**src/hdl/meter_poll_timeout_retry_core_macros.svh**
```systemverilog
// Assertion macros for the meter poll core.
`ifndef METER_POLL_TIMEOUT_RETRY_CORE_MACROS_SVH
`define METER_POLL_TIMEOUT_RETRY_CORE_MACROS_SVH

`ifndef SYNTHESIS
`define MPTR_ASSERT(lbl, prop) \
  lbl: assert property (@(posedge clk_i) disable iff (!rst_ni) prop) \
    else $error("mptr assertion failed");
`define MPTR_ASSERT_NEXT(lbl, pre, post) \
  `MPTR_ASSERT(lbl, (pre) |=> (post))
`else
`define MPTR_ASSERT(lbl, prop)
`define MPTR_ASSERT_NEXT(lbl, pre, post)
`endif

`endif

```
**src/hdl/mptr_pkg.sv**
```systemverilog
package mptr_pkg;

  localparam int unsigned TickW    = 32;
  localparam int unsigned DelayW   = 16;
  localparam int unsigned LimitW   = 8;
  localparam int unsigned VoltW    = 16;
  localparam int unsigned ChanW    = 32;
  localparam int unsigned SumW     = 33;
  localparam int unsigned CfgIdxW  = 2;
  localparam int unsigned CfgDataW = 16;

  localparam logic [DelayW-1:0] AskDelayReset     = 16'd1000;
  localparam logic [DelayW-1:0] ReplyTimeoutReset = 16'd500;
  localparam logic [LimitW-1:0] RetryLimitReset   = 8'd3;
  localparam logic              ErrorSet          = 1'b1;

  typedef enum logic [CfgIdxW-1:0] {
    CFG_ASK_DELAY     = 2'd0,
    CFG_REPLY_TIMEOUT = 2'd1,
    CFG_RETRY_LIMIT   = 2'd2,
    CFG_UNUSED        = 2'd3
  } cfg_idx_e;

  typedef enum logic [1:0] {
    ST_OK   = 2'd0,
    ST_BUSY = 2'd1,
    ST_NACK = 2'd2,
    ST_BAD  = 2'd3
  } parse_status_e;

  typedef enum logic [1:0] {
    REQ_NONE   = 2'd0,
    REQ_BASICS = 2'd1,
    REQ_POWERS = 2'd2,
    REQ_RSVD   = 2'd3
  } request_e;

  typedef enum logic {
    KIND_BASICS = 1'b0,
    KIND_POWERS = 1'b1
  } req_kind_e;

  typedef struct packed {
    logic [DelayW-1:0] req_gap_ms;
    logic [DelayW-1:0] reply_timeout_ms;
    logic [LimitW-1:0] retry_limit;
  } cfg_t;

  typedef struct packed {
    logic [TickW-1:0] now_ms;
    logic             frame_received;
    parse_status_e    parse_status;
    logic [VoltW-1:0] voltage_in;
    logic [ChanW-1:0] active_power_ch1;
    logic [ChanW-1:0] active_power_ch2;
    logic [ChanW-1:0] current_ch1;
    logic [ChanW-1:0] current_ch2;
  } poll_item_t;

  typedef struct packed {
    request_e         request_sent;
    logic [VoltW-1:0] voltage_out;
    logic [SumW-1:0]  power_total;
    logic [SumW-1:0]  current_total;
    logic             link_error;
  } poll_res_t;

endpackage

```
**src/hdl/mptr_poll.sv**
```systemverilog
module mptr_poll import mptr_pkg::*; (
  input  logic       clk_i,
  input  logic       rst_ni,
  input  cfg_t       cfg_i,
  input  poll_item_t item_i,
  input  logic       take_i,
  output poll_res_t  res_o,
  output logic       awaiting_o
);

  req_kind_e         kind_q, kind_d;
  logic [TickW-1:0]  last_q, last_d;
  logic [TickW-1:0]  start_q, start_d;
  logic              await_q, await_d;
  logic [LimitW-1:0] tcount_q, tcount_d;
  logic [LimitW-1:0] ncount_q, ncount_d;
  logic [VoltW-1:0]  volt_q, volt_d;
  logic [SumW-1:0]   power_q, power_d;
  logic [SumW-1:0]   curr_q, curr_d;
  logic              err_q, err_d;

  logic [TickW-1:0]  since_req;
  logic [TickW-1:0]  since_start;
  logic              issue;
  request_e          sent;

  always_comb begin
    since_req   = item_i.now_ms - last_q;
    issue       = (since_req > {{(TickW-DelayW){1'b0}}, cfg_i.req_gap_ms}) && !await_q;
    kind_d      = kind_q;
    last_d      = last_q;
    start_d     = start_q;
    await_d     = await_q;
    tcount_d    = tcount_q;
    ncount_d    = ncount_q;
    volt_d      = volt_q;
    power_d     = power_q;
    curr_d      = curr_q;
    err_d       = err_q;
    sent        = REQ_NONE;

    if (issue) begin
      sent    = (kind_q == KIND_BASICS) ? REQ_BASICS : REQ_POWERS;
      kind_d  = (kind_q == KIND_BASICS) ? KIND_POWERS : KIND_BASICS;
      await_d = 1'b1;
      last_d  = item_i.now_ms;
      start_d = item_i.now_ms;
    end

    since_start = item_i.now_ms - start_d;

    if (item_i.frame_received) begin
      unique case (item_i.parse_status)
        ST_OK: begin
          volt_d  = item_i.voltage_in;
          power_d = {1'b0, item_i.active_power_ch1} + {1'b0, item_i.active_power_ch2};
          curr_d  = {1'b0, item_i.current_ch1} + {1'b0, item_i.current_ch2};
          err_d   = 1'b0;
        end
        ST_BUSY: begin
        end
        ST_NACK, ST_BAD: begin
          ncount_d = ncount_q + 8'd1;
          if (ncount_d >= cfg_i.retry_limit) begin
            err_d    = ErrorSet;
            ncount_d = '0;
          end
        end
        default: begin
        end
      endcase
      await_d  = 1'b0;
      tcount_d = '0;
    end else if (since_start > {{(TickW-DelayW){1'b0}}, cfg_i.reply_timeout_ms}) begin
      last_d   = item_i.now_ms;
      start_d  = item_i.now_ms;
      await_d  = 1'b0;
      tcount_d = tcount_q + 8'd1;
      if (tcount_d >= cfg_i.retry_limit) begin
        err_d    = ErrorSet;
        volt_d   = '0;
        power_d  = '0;
        curr_d   = '0;
        tcount_d = '0;
      end
    end

    res_o.request_sent  = sent;
    res_o.voltage_out   = volt_d;
    res_o.power_total   = power_d;
    res_o.current_total = curr_d;
    res_o.link_error    = err_d;
  end

  assign awaiting_o = await_q;

  always_ff @(posedge clk_i or negedge rst_ni) begin
    if (!rst_ni) begin
      kind_q   <= KIND_BASICS;
      last_q   <= '0;
      start_q  <= '0;
      await_q  <= 1'b0;
      tcount_q <= '0;
      ncount_q <= '0;
      volt_q   <= '0;
      power_q  <= '0;
      curr_q   <= '0;
      err_q    <= 1'b0;
    end else if (take_i) begin
      kind_q   <= kind_d;
      last_q   <= last_d;
      start_q  <= start_d;
      await_q  <= await_d;
      tcount_q <= tcount_d;
      ncount_q <= ncount_d;
      volt_q   <= volt_d;
      power_q  <= power_d;
      curr_q   <= curr_d;
      err_q    <= err_d;
    end
  end

endmodule

```
**src/hdl/meter_poll_timeout_retry_core.sv**
```systemverilog
// Energy-meter poll controller. Each input transaction is one poll call
// carrying the millisecond tick and, if a reply frame came in, its parse
// status and values; each yields exactly one result transaction with the
// request issued (none, basics or powers) and the published voltage, power
// sum, current sum and link error. An item passes an input register and
// the poll logic into the output register; a new item is taken every cycle
// while the output is not stalled. The state update is a 32-bit tick
// subtract-and-compare plus 33-bit sums. Write the three
// configuration registers only while no transaction is in flight.
`include "meter_poll_timeout_retry_core_macros.svh"

module meter_poll_timeout_retry_core import mptr_pkg::*; (
  input  logic                clk_i,
  input  logic                rst_ni,
  input  logic                cfg_we_i,
  input  logic [CfgIdxW-1:0]  cfg_idx_i,
  input  logic [CfgDataW-1:0] cfg_wdata_i,
  input  logic                in_valid_i,
  output logic                in_stall_o,
  input  logic [TickW-1:0]    now_ms_i,
  input  logic                frame_received_i,
  input  logic [1:0]          parse_status_i,
  input  logic [VoltW-1:0]    voltage_in_i,
  input  logic [ChanW-1:0]    active_power_ch1_i,
  input  logic [ChanW-1:0]    active_power_ch2_i,
  input  logic [ChanW-1:0]    current_ch1_i,
  input  logic [ChanW-1:0]    current_ch2_i,
  output logic                out_valid_o,
  input  logic                out_stall_i,
  output logic [1:0]          request_sent_o,
  output logic [VoltW-1:0]    voltage_out_o,
  output logic [SumW-1:0]     power_total_o,
  output logic [SumW-1:0]     current_total_o,
  output logic                link_error_o
);

  cfg_t       cfg_q;
  poll_item_t item_q;
  logic       in_valid_q;
  poll_res_t  res_d, res_q;
  logic       out_valid_q;
  logic       in_accept;
  logic       out_load;
  logic       awaiting;

  // output stage free or draining this cycle
  assign out_load   = in_valid_q && (!out_valid_q || !out_stall_i);
  assign in_stall_o = in_valid_q && !out_load;
  assign in_accept  = in_valid_i && !in_stall_o;

  always_ff @(posedge clk_i or negedge rst_ni) begin
    if (!rst_ni) begin
      cfg_q.req_gap_ms       <= AskDelayReset;
      cfg_q.reply_timeout_ms <= ReplyTimeoutReset;
      cfg_q.retry_limit      <= RetryLimitReset;
    end else if (cfg_we_i) begin
      unique case (cfg_idx_e'(cfg_idx_i))
        CFG_ASK_DELAY:     cfg_q.req_gap_ms       <= cfg_wdata_i;
        CFG_REPLY_TIMEOUT: cfg_q.reply_timeout_ms <= cfg_wdata_i;
        CFG_RETRY_LIMIT:   cfg_q.retry_limit      <= cfg_wdata_i[LimitW-1:0];
        default: begin
        end
      endcase
    end
  end

  always_ff @(posedge clk_i or negedge rst_ni) begin
    if (!rst_ni) begin
      in_valid_q  <= 1'b0;
      out_valid_q <= 1'b0;
    end else begin
      if (in_accept) begin
        in_valid_q <= 1'b1;
      end else if (out_load) begin
        in_valid_q <= 1'b0;
      end
      if (out_load) begin
        out_valid_q <= 1'b1;
      end else if (!out_stall_i) begin
        out_valid_q <= 1'b0;
      end
    end
  end

  always_ff @(posedge clk_i) begin
    if (in_accept) begin
      item_q.now_ms           <= now_ms_i;
      item_q.frame_received   <= frame_received_i;
      item_q.parse_status     <= parse_status_e'(parse_status_i);
      item_q.voltage_in       <= voltage_in_i;
      item_q.active_power_ch1 <= active_power_ch1_i;
      item_q.active_power_ch2 <= active_power_ch2_i;
      item_q.current_ch1      <= current_ch1_i;
      item_q.current_ch2      <= current_ch2_i;
    end
    if (out_load) begin
      res_q <= res_d;
    end
  end

  mptr_poll u_poll (
    .clk_i      (clk_i),
    .rst_ni     (rst_ni),
    .cfg_i      (cfg_q),
    .item_i     (item_q),
    .take_i     (out_load),
    .res_o      (res_d),
    .awaiting_o (awaiting)
  );

  assign out_valid_o     = out_valid_q;
  assign request_sent_o  = res_q.request_sent;
  assign voltage_out_o   = res_q.voltage_out;
  assign power_total_o   = res_q.power_total;
  assign current_total_o = res_q.current_total;
  assign link_error_o    = res_q.link_error;

  `MPTR_ASSERT(a_no_req_while_waiting, (out_load && awaiting) |-> (res_d.request_sent == REQ_NONE))
  `MPTR_ASSERT(a_req_code_legal, out_valid_q |-> (res_q.request_sent != REQ_RSVD))
  `MPTR_ASSERT(a_free_output_loads, (in_valid_q && !out_stall_i) |-> out_load)
  `MPTR_ASSERT_NEXT(a_load_shows, out_load, out_valid_q)

endmodule

```
**config.mk**
```make
export PLATFORM = sky130hd
export DESIGN_NAME = meter_poll_timeout_retry_core
export DESIGN_NICKNAME = d
export VERILOG_FILES = /design/src/hdl/mptr_pkg.sv /design/src/hdl/mptr_poll.sv /design/src/hdl/meter_poll_timeout_retry_core.sv
export VERILOG_INCLUDE_DIRS = /design/src /design/src/hdl
export SDC_FILE = /design/constraint.sdc
export NUM_CORES = 1
export LEC_CHECK = 0
export BUFFER_PORTS_ARGS = -buffer_cell sky130_fd_sc_hd__buf_2
export CAP_MARGIN = 20
export CORE_AREA = 4 4 263 265
export CTS_CLUSTER_DIAMETER = 80
export DETAILED_ROUTE_END_ITERATION = 8
export DIE_AREA = 0 0 267 269
export PLACE_DENSITY = 0.62
export SETUP_SLACK_MARGIN = 0.02
export SYNTH_ARGS = -nofsm -noshare
export SYNTH_HDL_FRONTEND = slang
export SYNTH_SLANG_ARGS = --single-unit
```
**constraint.sdc**
```tcl
create_clock -name clk_i -period 22.1 [get_ports clk_i]
set_input_delay 1.105 -clock clk_i [delete_from_list [all_inputs] [get_ports clk_i]]
set_output_delay 1.105 -clock clk_i [all_outputs]
set_load 0.01 [all_outputs]
```
==> results.toml, run 1 <==
[route]
wl_um = 72930
via_count = 20010
first_pass_iters = 5
antenna_left = 0
viasPerCell = 5.617
drtIter0Drc = 1359
drc_errors = 0
wl_per_cell_um = 20.47

[yosys]
netlist_area_um2 = 26460
synth_edf_count = 264
netlist_top_cells_area = "edfxtp_1, dfrtp_1, ha_1"
synth_top_area_share_pct = 29.96
synth_top_cell_by_area = "edfxtp_1"
synth_cell_type_count = 95
ys_seq_area_share_pct = 49.60
synthArstFlopShare_pct = 43.95
yosysWarnings = 0
syn-num-nets = 2763
synth_cells = 2379
synth_seq_cells = 471
syn_area_per_cell_um2 = 11.12
yosys_most_used_dff = "edfxtp_1"

[timing]
worst_pin_slew_ns = 1.058
finalMaxSlewViolations = 0
fmax_ghz = 0.09048
slew_headroom_pct = 29.46
fin_tns_setup_ns = 0
fin_crit_ns = 11.05
finalCritPeriodShare_pct = 50.01
setup_viol = 0
grt_setup_unrepaired = "no"
finalHoldViolCount = 0
layout_setup_ws_ns = 11.05
fin_skew_ns = 0.07230

[cells_and_area]
nNetsFinal = 3027
drive_gt1_share_pct = 19.85
seqCellArea_um2 = 13130
syn_to_final_growth_pct = 15.79
diodes = 0
multi_input_area_um2 = 12450
fill_cells = 6118
fin_cells = 3563

[place]
place_congestion = 0.9129
placed_cells = 3457
dp_hpwl_um = 52380
place_ws_ns = 11.04
numPortBuffers = 288

[worst_setup_path]
critPathCapture = "current_total_o[24]"
cp-end-kind = "flop"
critPathMaxFanout = 58
critPathRequiredTime_ns = 22.60
crit_top_cell = "a21oi_1"
setup.worst_path.start_class = "flop"
reg2reg_depth = 41
crit_slowest_cell = "o41a_2"
r2r_slack_ns = 11.05
regToRegStartpoint = "item_q[147]"
max_stage_delay_ns = 0.69
cp.arrival_ns = 11.55
startpoint = "item_q[147]"
reg2reg_to = "current_total_o[24]"
critical_path_class = "reg2reg"

[worst_hold_path]
hold_class = "reg2reg"
holdPathStages = 1

[global_route]
grt_overflow = 0
grt_pass1_wl_um = 111100
antenna_found_initial = 0
grt_use_total_pct = 19.59
grt_pass1_vias = 19800
grt_max_degree = 91

[clocking]
clk_pin_slew_ns = 0.06
cts_hold_buf = 0
cts_resized = 0
cts_tree = "built"
htreeDepth = 2
ctsLongestPathBuffers = 3
insertion_delay_ns = 0.66
cts_sinks = 471
root_buffer = "clkbuf_16"
cts_buffers = 55
post_cts_buffers = 0

[power]
power_density_nw_per_um2 = 104.2
ir_drop_uv = 68.56
p_leak_nw = 13.00

[floorplan]
ios = 289
rows = 95
dieWidth_um = 267
design.core.area_um2 = 66800
dieArea_um2 = 71820
start_util_pct = 39.61
fp.dieH_um = 269

[run_status]
status = "completed"

[flow_run]
drv_cap = 0
==> critical path, delay by kind of cell, from the launching register on <==
| family | cells | cell delay [ns] |
|---|---|---|
| compound gates | 21 | 6.12 |
| buf+inv | 4 | 1.10 |
| flops | 1 | 0.35 |
| simple gates | 9 | 1.34 |
| xor+xnor | 2 | 0.25 |
| fa+ha+maj | 5 | 1.71 |
==> how the worst min path moves through the flow <==
stage / from / end
2_1_floorplan: u_poll.curr_q[30] / u_poll.curr_q[30]
3_3_place_gp: u_poll.curr_q[28] / u_poll.curr_q[28]
3_5_place_dp: u_poll.last_q[19] / u_poll.last_q[19]
4_1_cts: u_poll.last_q[22] / u_poll.last_q[22]
5_1_grt: u_poll.last_q[22] / u_poll.last_q[22]
6_report: u_poll.last_q[20] / u_poll.last_q[20]
==> stage by stage <==
step | util, % | hold WS (ns) | power, W | instance area, µm²
floorplan | - | 0.4561 | 0.001960 | 26460
global placement | 42.97 | 0.4695 | 0.002223 | 28710
detailed placement | 42.97 | 0.4748 | 0.002259 | 28710
CTS | 45.82 | 0.4914 | 0.003211 | 30610
global route | 45.87 | 0.5022 | 0.003385 | 30640
finish | 45.87 | 0.4888 | 0.003193 | 30640
==> cells in the final DEF (no fill, tap or decap), types with 31 or more instances in the layout <==
cell and n:
a22oi_1 31, o21ai_0 156, mux2i_1 69, nand2_1 184, ha_1 178, mux2_2 86, inv_1 122, o2bb2ai_1 82
a22o_1 47, xnor2_1 60, nor2_1 108, clkbuf_16 56, a21o_1 66, buf_2 287, nand3_1 54, xor2_1 49
edfxtp_1 264, a21oi_1 147, dfrtp_1 193
==> routing by layer <==
layer | vias to the layer above | wire length, µm | GRT usage [%]
li1 | 9470 | - | -
met5 | - | 0 | 0
met2 | 596 | 34670 | 32.53
met3 | 120 | 4206 | 3.486
met1 | 9828 | 31790 | 26.13
met4 | 0 | 2269 | 6.582
==> flip-flops by register name, indices dropped and copies added (netlist names), 2 cells and up <==
register and count:
item_q 179, cfg_q 40, current_total_o 33, power_total_o 33
u_poll.curr_q 33, u_poll.power_q 33, u_poll.last_q 32, u_poll.start_q 32
u_poll.volt_q 16, voltage_out_o 16, u_poll.ncount_q 8, u_poll.tcount_q 8
request_sent_o 2
==> synthesized netlist by cell type, types with 9 or more instances <==
| library cell | instances |
|---|---|
| xnor2_1 | 60 |
| buf_2 | 17 |
| xor2_1 | 49 |
| mux2i_1 | 69 |
| buf_6 | 9 |
| a22oi_1 | 31 |
| o21bai_1 | 10 |
| inv_1 | 123 |
| a22o_1 | 47 |
| o2bb2ai_1 | 82 |
| o211ai_1 | 15 |
| a211oi_1 | 18 |
| and3_1 | 10 |
| and2_1 | 12 |
| dfrtp_1 | 193 |
| a21o_1 | 66 |
| nand4_1 | 27 |
| dfstp_2 | 14 |
| ha_1 | 178 |
| nand2b_1 | 22 |
| nor2b_1 | 19 |
| nand2_1 | 185 |
| o21a_1 | 17 |
| mux2_2 | 86 |
| o22ai_1 | 14 |
| or3_1 | 10 |
| a31oi_1 | 14 |
| nor2_1 | 111 |
| edfxtp_1 | 264 |
| clkbuf_1 | 68 |
| o21ai_0 | 156 |
| a21oi_1 | 147 |
| nand3_1 | 54 |
| nor3_1 | 30 |
==> power breakdown <==
part,total (W),internal (W),switching [W]
Sequential,0.00124,0.00112,0.000119
Combinational,0.00101,0.000436,0.000577
Clock,0.000940,0.000549,0.000391
Total,0.00319,0.00211,0.00109
==> cell families (layout without fill, tap and decap cells) <==
logic type                 Yosys count  in the layout  synth area share [%]
DFF                                471            471                 49.60
buffers and inverters              224            535                 3.527
adders and majority gates          182            182                 8.719
muxes                              163            163                 6.610
xor gates and xnor gates           109            109                 3.608
AOI/OAI and AO/OA                  712            712                 18.70
and+or+nand+nor                    518            518                 9.234
==> cell type report <==
cell class,count,area share [%]
clock buffer,75,4.969
multi-input combinational,1684,40.62
timing repair buffer,306,5.243
clock inverter,29,1.233
inverter,125,1.539
sequential,471,42.83
tap,873,3.565
No activity file was read; power rests on OpenSTA's default activity.
==> run 2, diff against run 1 <==
- PLACE_DENSITY: 0.62 -> 0.64
- clock period: 22.1 -> 10 ns (I/O delays scaled with it)
==> run 2 against run 1 <==
Count of clock-buffer cells in the layout is 3 lower. Sequential share of layout area is 1.9 points lower. Flip-flop and latch count stayed put. Via count is 1.7% higher. Combinational power is 130% higher. Largest cell class unchanged. Largest power group unchanged. Non-clock buffer count is 128 higher. Cell area is 4.6% higher. Clock power is 120% higher.
==> results.toml, run 2 (same netlist as run 1, synthesis figures left out) <==
[route]
via_count = 20350
antenna_left = 0
viasPerCell = 5.517
wl_per_cell_um = 20.11
wl_um = 74180
first_pass_iters = 5
drc_errors = 0
drtIter0Drc = 1472

[timing]
worst_pin_slew_ns = 0.9894
setup_viol = 0
finalHoldViolCount = 0
fin_skew_ns = 0.06016
fin_tns_setup_ns = 0
slew_headroom_pct = 34.04
finalCritPeriodShare_pct = 93.45
fin_crit_ns = 9.345
layout_setup_ws_ns = 0.6550
finalMaxSlewViolations = 0
fmax_ghz = 0.1070

[cells_and_area]
biggestRegsByFlops = "item_q x179, cfg_q x40"
nNetsFinal = 3154
drive_gt1_share_pct = 20.81
diodes = 0
top_register = "item_q"
layout_commonest_cell = "buf_2"
largest_reg_flops = 179
syn_to_final_growth_pct = 21.13
fin_util_pct = 47.98
mostFrequentLayoutCells = "buf_2, edfxtp_1, dfrtp_1"

[place]
dp_hpwl_um = 52970
place_ws_ns = 0.2841
numPortBuffers = 288
place_congestion = 0.8768

[power]
ir_drop_uv = 173.3
swShare_pct = 34.03
p_clk_share_pct = 28.6
pwr-share-comb_pct = 33.0
power_density_nw_per_um2 = 221.9
switchingPower_w = 0.002421
p_leak_nw = 13.61
sequentialPowerShare_pct = 38.4
p_int_w = 0.004693

[global_route]
antenna_found_initial = 2
grt_use_total_pct = 20.04
grt_overflow = 0
grt_pass1_vias = 20440
grt_pass1_wl_um = 114200
grt_max_degree = 97

[clocking]
cts_tree = "built"
root_buffer = "clkbuf_16"
clk_pin_slew_ns = 0.06
ctsLongestPathBuffers = 3
insertion_delay_ns = 0.66
htreeDepth = 2
cts_sinks = 471
cts_buffers = 54

[worst_setup_path]
crit_slowest_cell = "o41ai_4"
cp.arrival_ns = 9.83
setup.worst_path.start_class = "flop"
critical_path_class = "reg2reg"
cp-end-kind = "flop"
critPathMaxFanout = 38
critPathRequiredTime_ns = 10.49
max_stage_delay_ns = 0.47

[floorplan]
start_util_pct = 39.61
dieArea_um2 = 71820
dieWidth_um = 267
fp.dieH_um = 269
ios = 289
rows = 95
design.core.area_um2 = 66800

[run_status]
status = "completed"

[worst_hold_path]
hold_class = "in2reg"

[flow_run]
drv_cap = 0
[run 2: cell count changes in the layout (fill, tap and decap cells not counted), moves of 5 or more]
cell           change
dlygate4sd3_1     +98
buf_4             +23
buf_12             +7
a21oi_1            -5
a21oi_2            +5
clkbuf_1           -5
[run 2: worst paths after layout]
check,from,to,slack (ns),cells after the start
setup reg to reg,item_q[147],u_poll.last_q[16],0.66,47
hold / removal,voltage_in_i[9],item_q[137],0.04,1
hold reg to reg,u_poll.last_q[17],u_poll.last_q[17],0.48,1
max in group asynchronous,rst_ni,u_poll.curr_q[7],8.14,3
setup / recovery,item_q[147],u_poll.last_q[16],0.66,47
min in group asynchronous,rst_ni,u_poll.start_q[26],0.50,2
[run 2: layout make-up]
type,instances,area (µm²)
Fill cell,5954,34750
Inverter,125,471.7
Multi-Input combinational cell,1684,12590
Clock buffer,72,1509
Sequential cell,471,13130
Timing Repair Buffer,434,2910
Clock inverter,30,350.3
Tap cell,873,1092
[run 2: power groups by stage]
| stage | clock (W) | sequential, W | combinational, W |
|---|---|---|---|
| after detailed placement | 0 | 0.00276 | 0.00226 |
| after global placement | 0 | 0.00275 | 0.00220 |
| after floorplan | 0 | 0.00272 | 0.00161 |
| after global routing | 0.00216 | 0.00278 | 0.00262 |
| after CTS | 0.00208 | 0.00273 | 0.00229 |
| final | 0.00203 | 0.00273 | 0.00235 |
[run 2: routing by layer]
metal | GRT usage (%) | part of all wire [%] | vias to the layer above
li1 | - | - | 9734
met1 | 26.40 | 43 | 9944
met2 | 33.90 | 48 | 555
met3 | 4.006 | 5.8 | 118
met4 | 5.583 | 2.6 | 0
met5 | 0 | 0 | -
[run 2: repair_timing]
item	CTS	global route
endpoints found under the hold margin	167	2
hold buffers	96	2
endpoints found under the setup margin	0	239
gates resized for setup	0	31
buffers inserted	0	9
[run 2: stage by stage]
step                std cells  hold WS (ns)  total power (W)  instance area (µm²)
finish                   3689       0.04032         0.007114                32050
global route             3689      0.002323         0.007561                32050
CTS                      3677    0.00004302         0.007109                31790
detailed placement       3479        0.4750         0.005016                28970
global placement         3479        0.4688         0.004944                28970
floorplan                2379        0.2044         0.004331                26460
[run 2: worst max-delay path, delay by kind of cell (launching register included)]
| family | cells | cell delay (ns) |
|---|---|---|
| buf+inv | 5 | 0.81 |
| mux | 1 | 0.34 |
| fa+ha+maj | 6 | 1.94 |
| xor+xnor | 2 | 0.27 |
| compound gates | 19 | 3.28 |
| simple gates | 14 | 2.19 |
| flops | 1 | 0.35 |
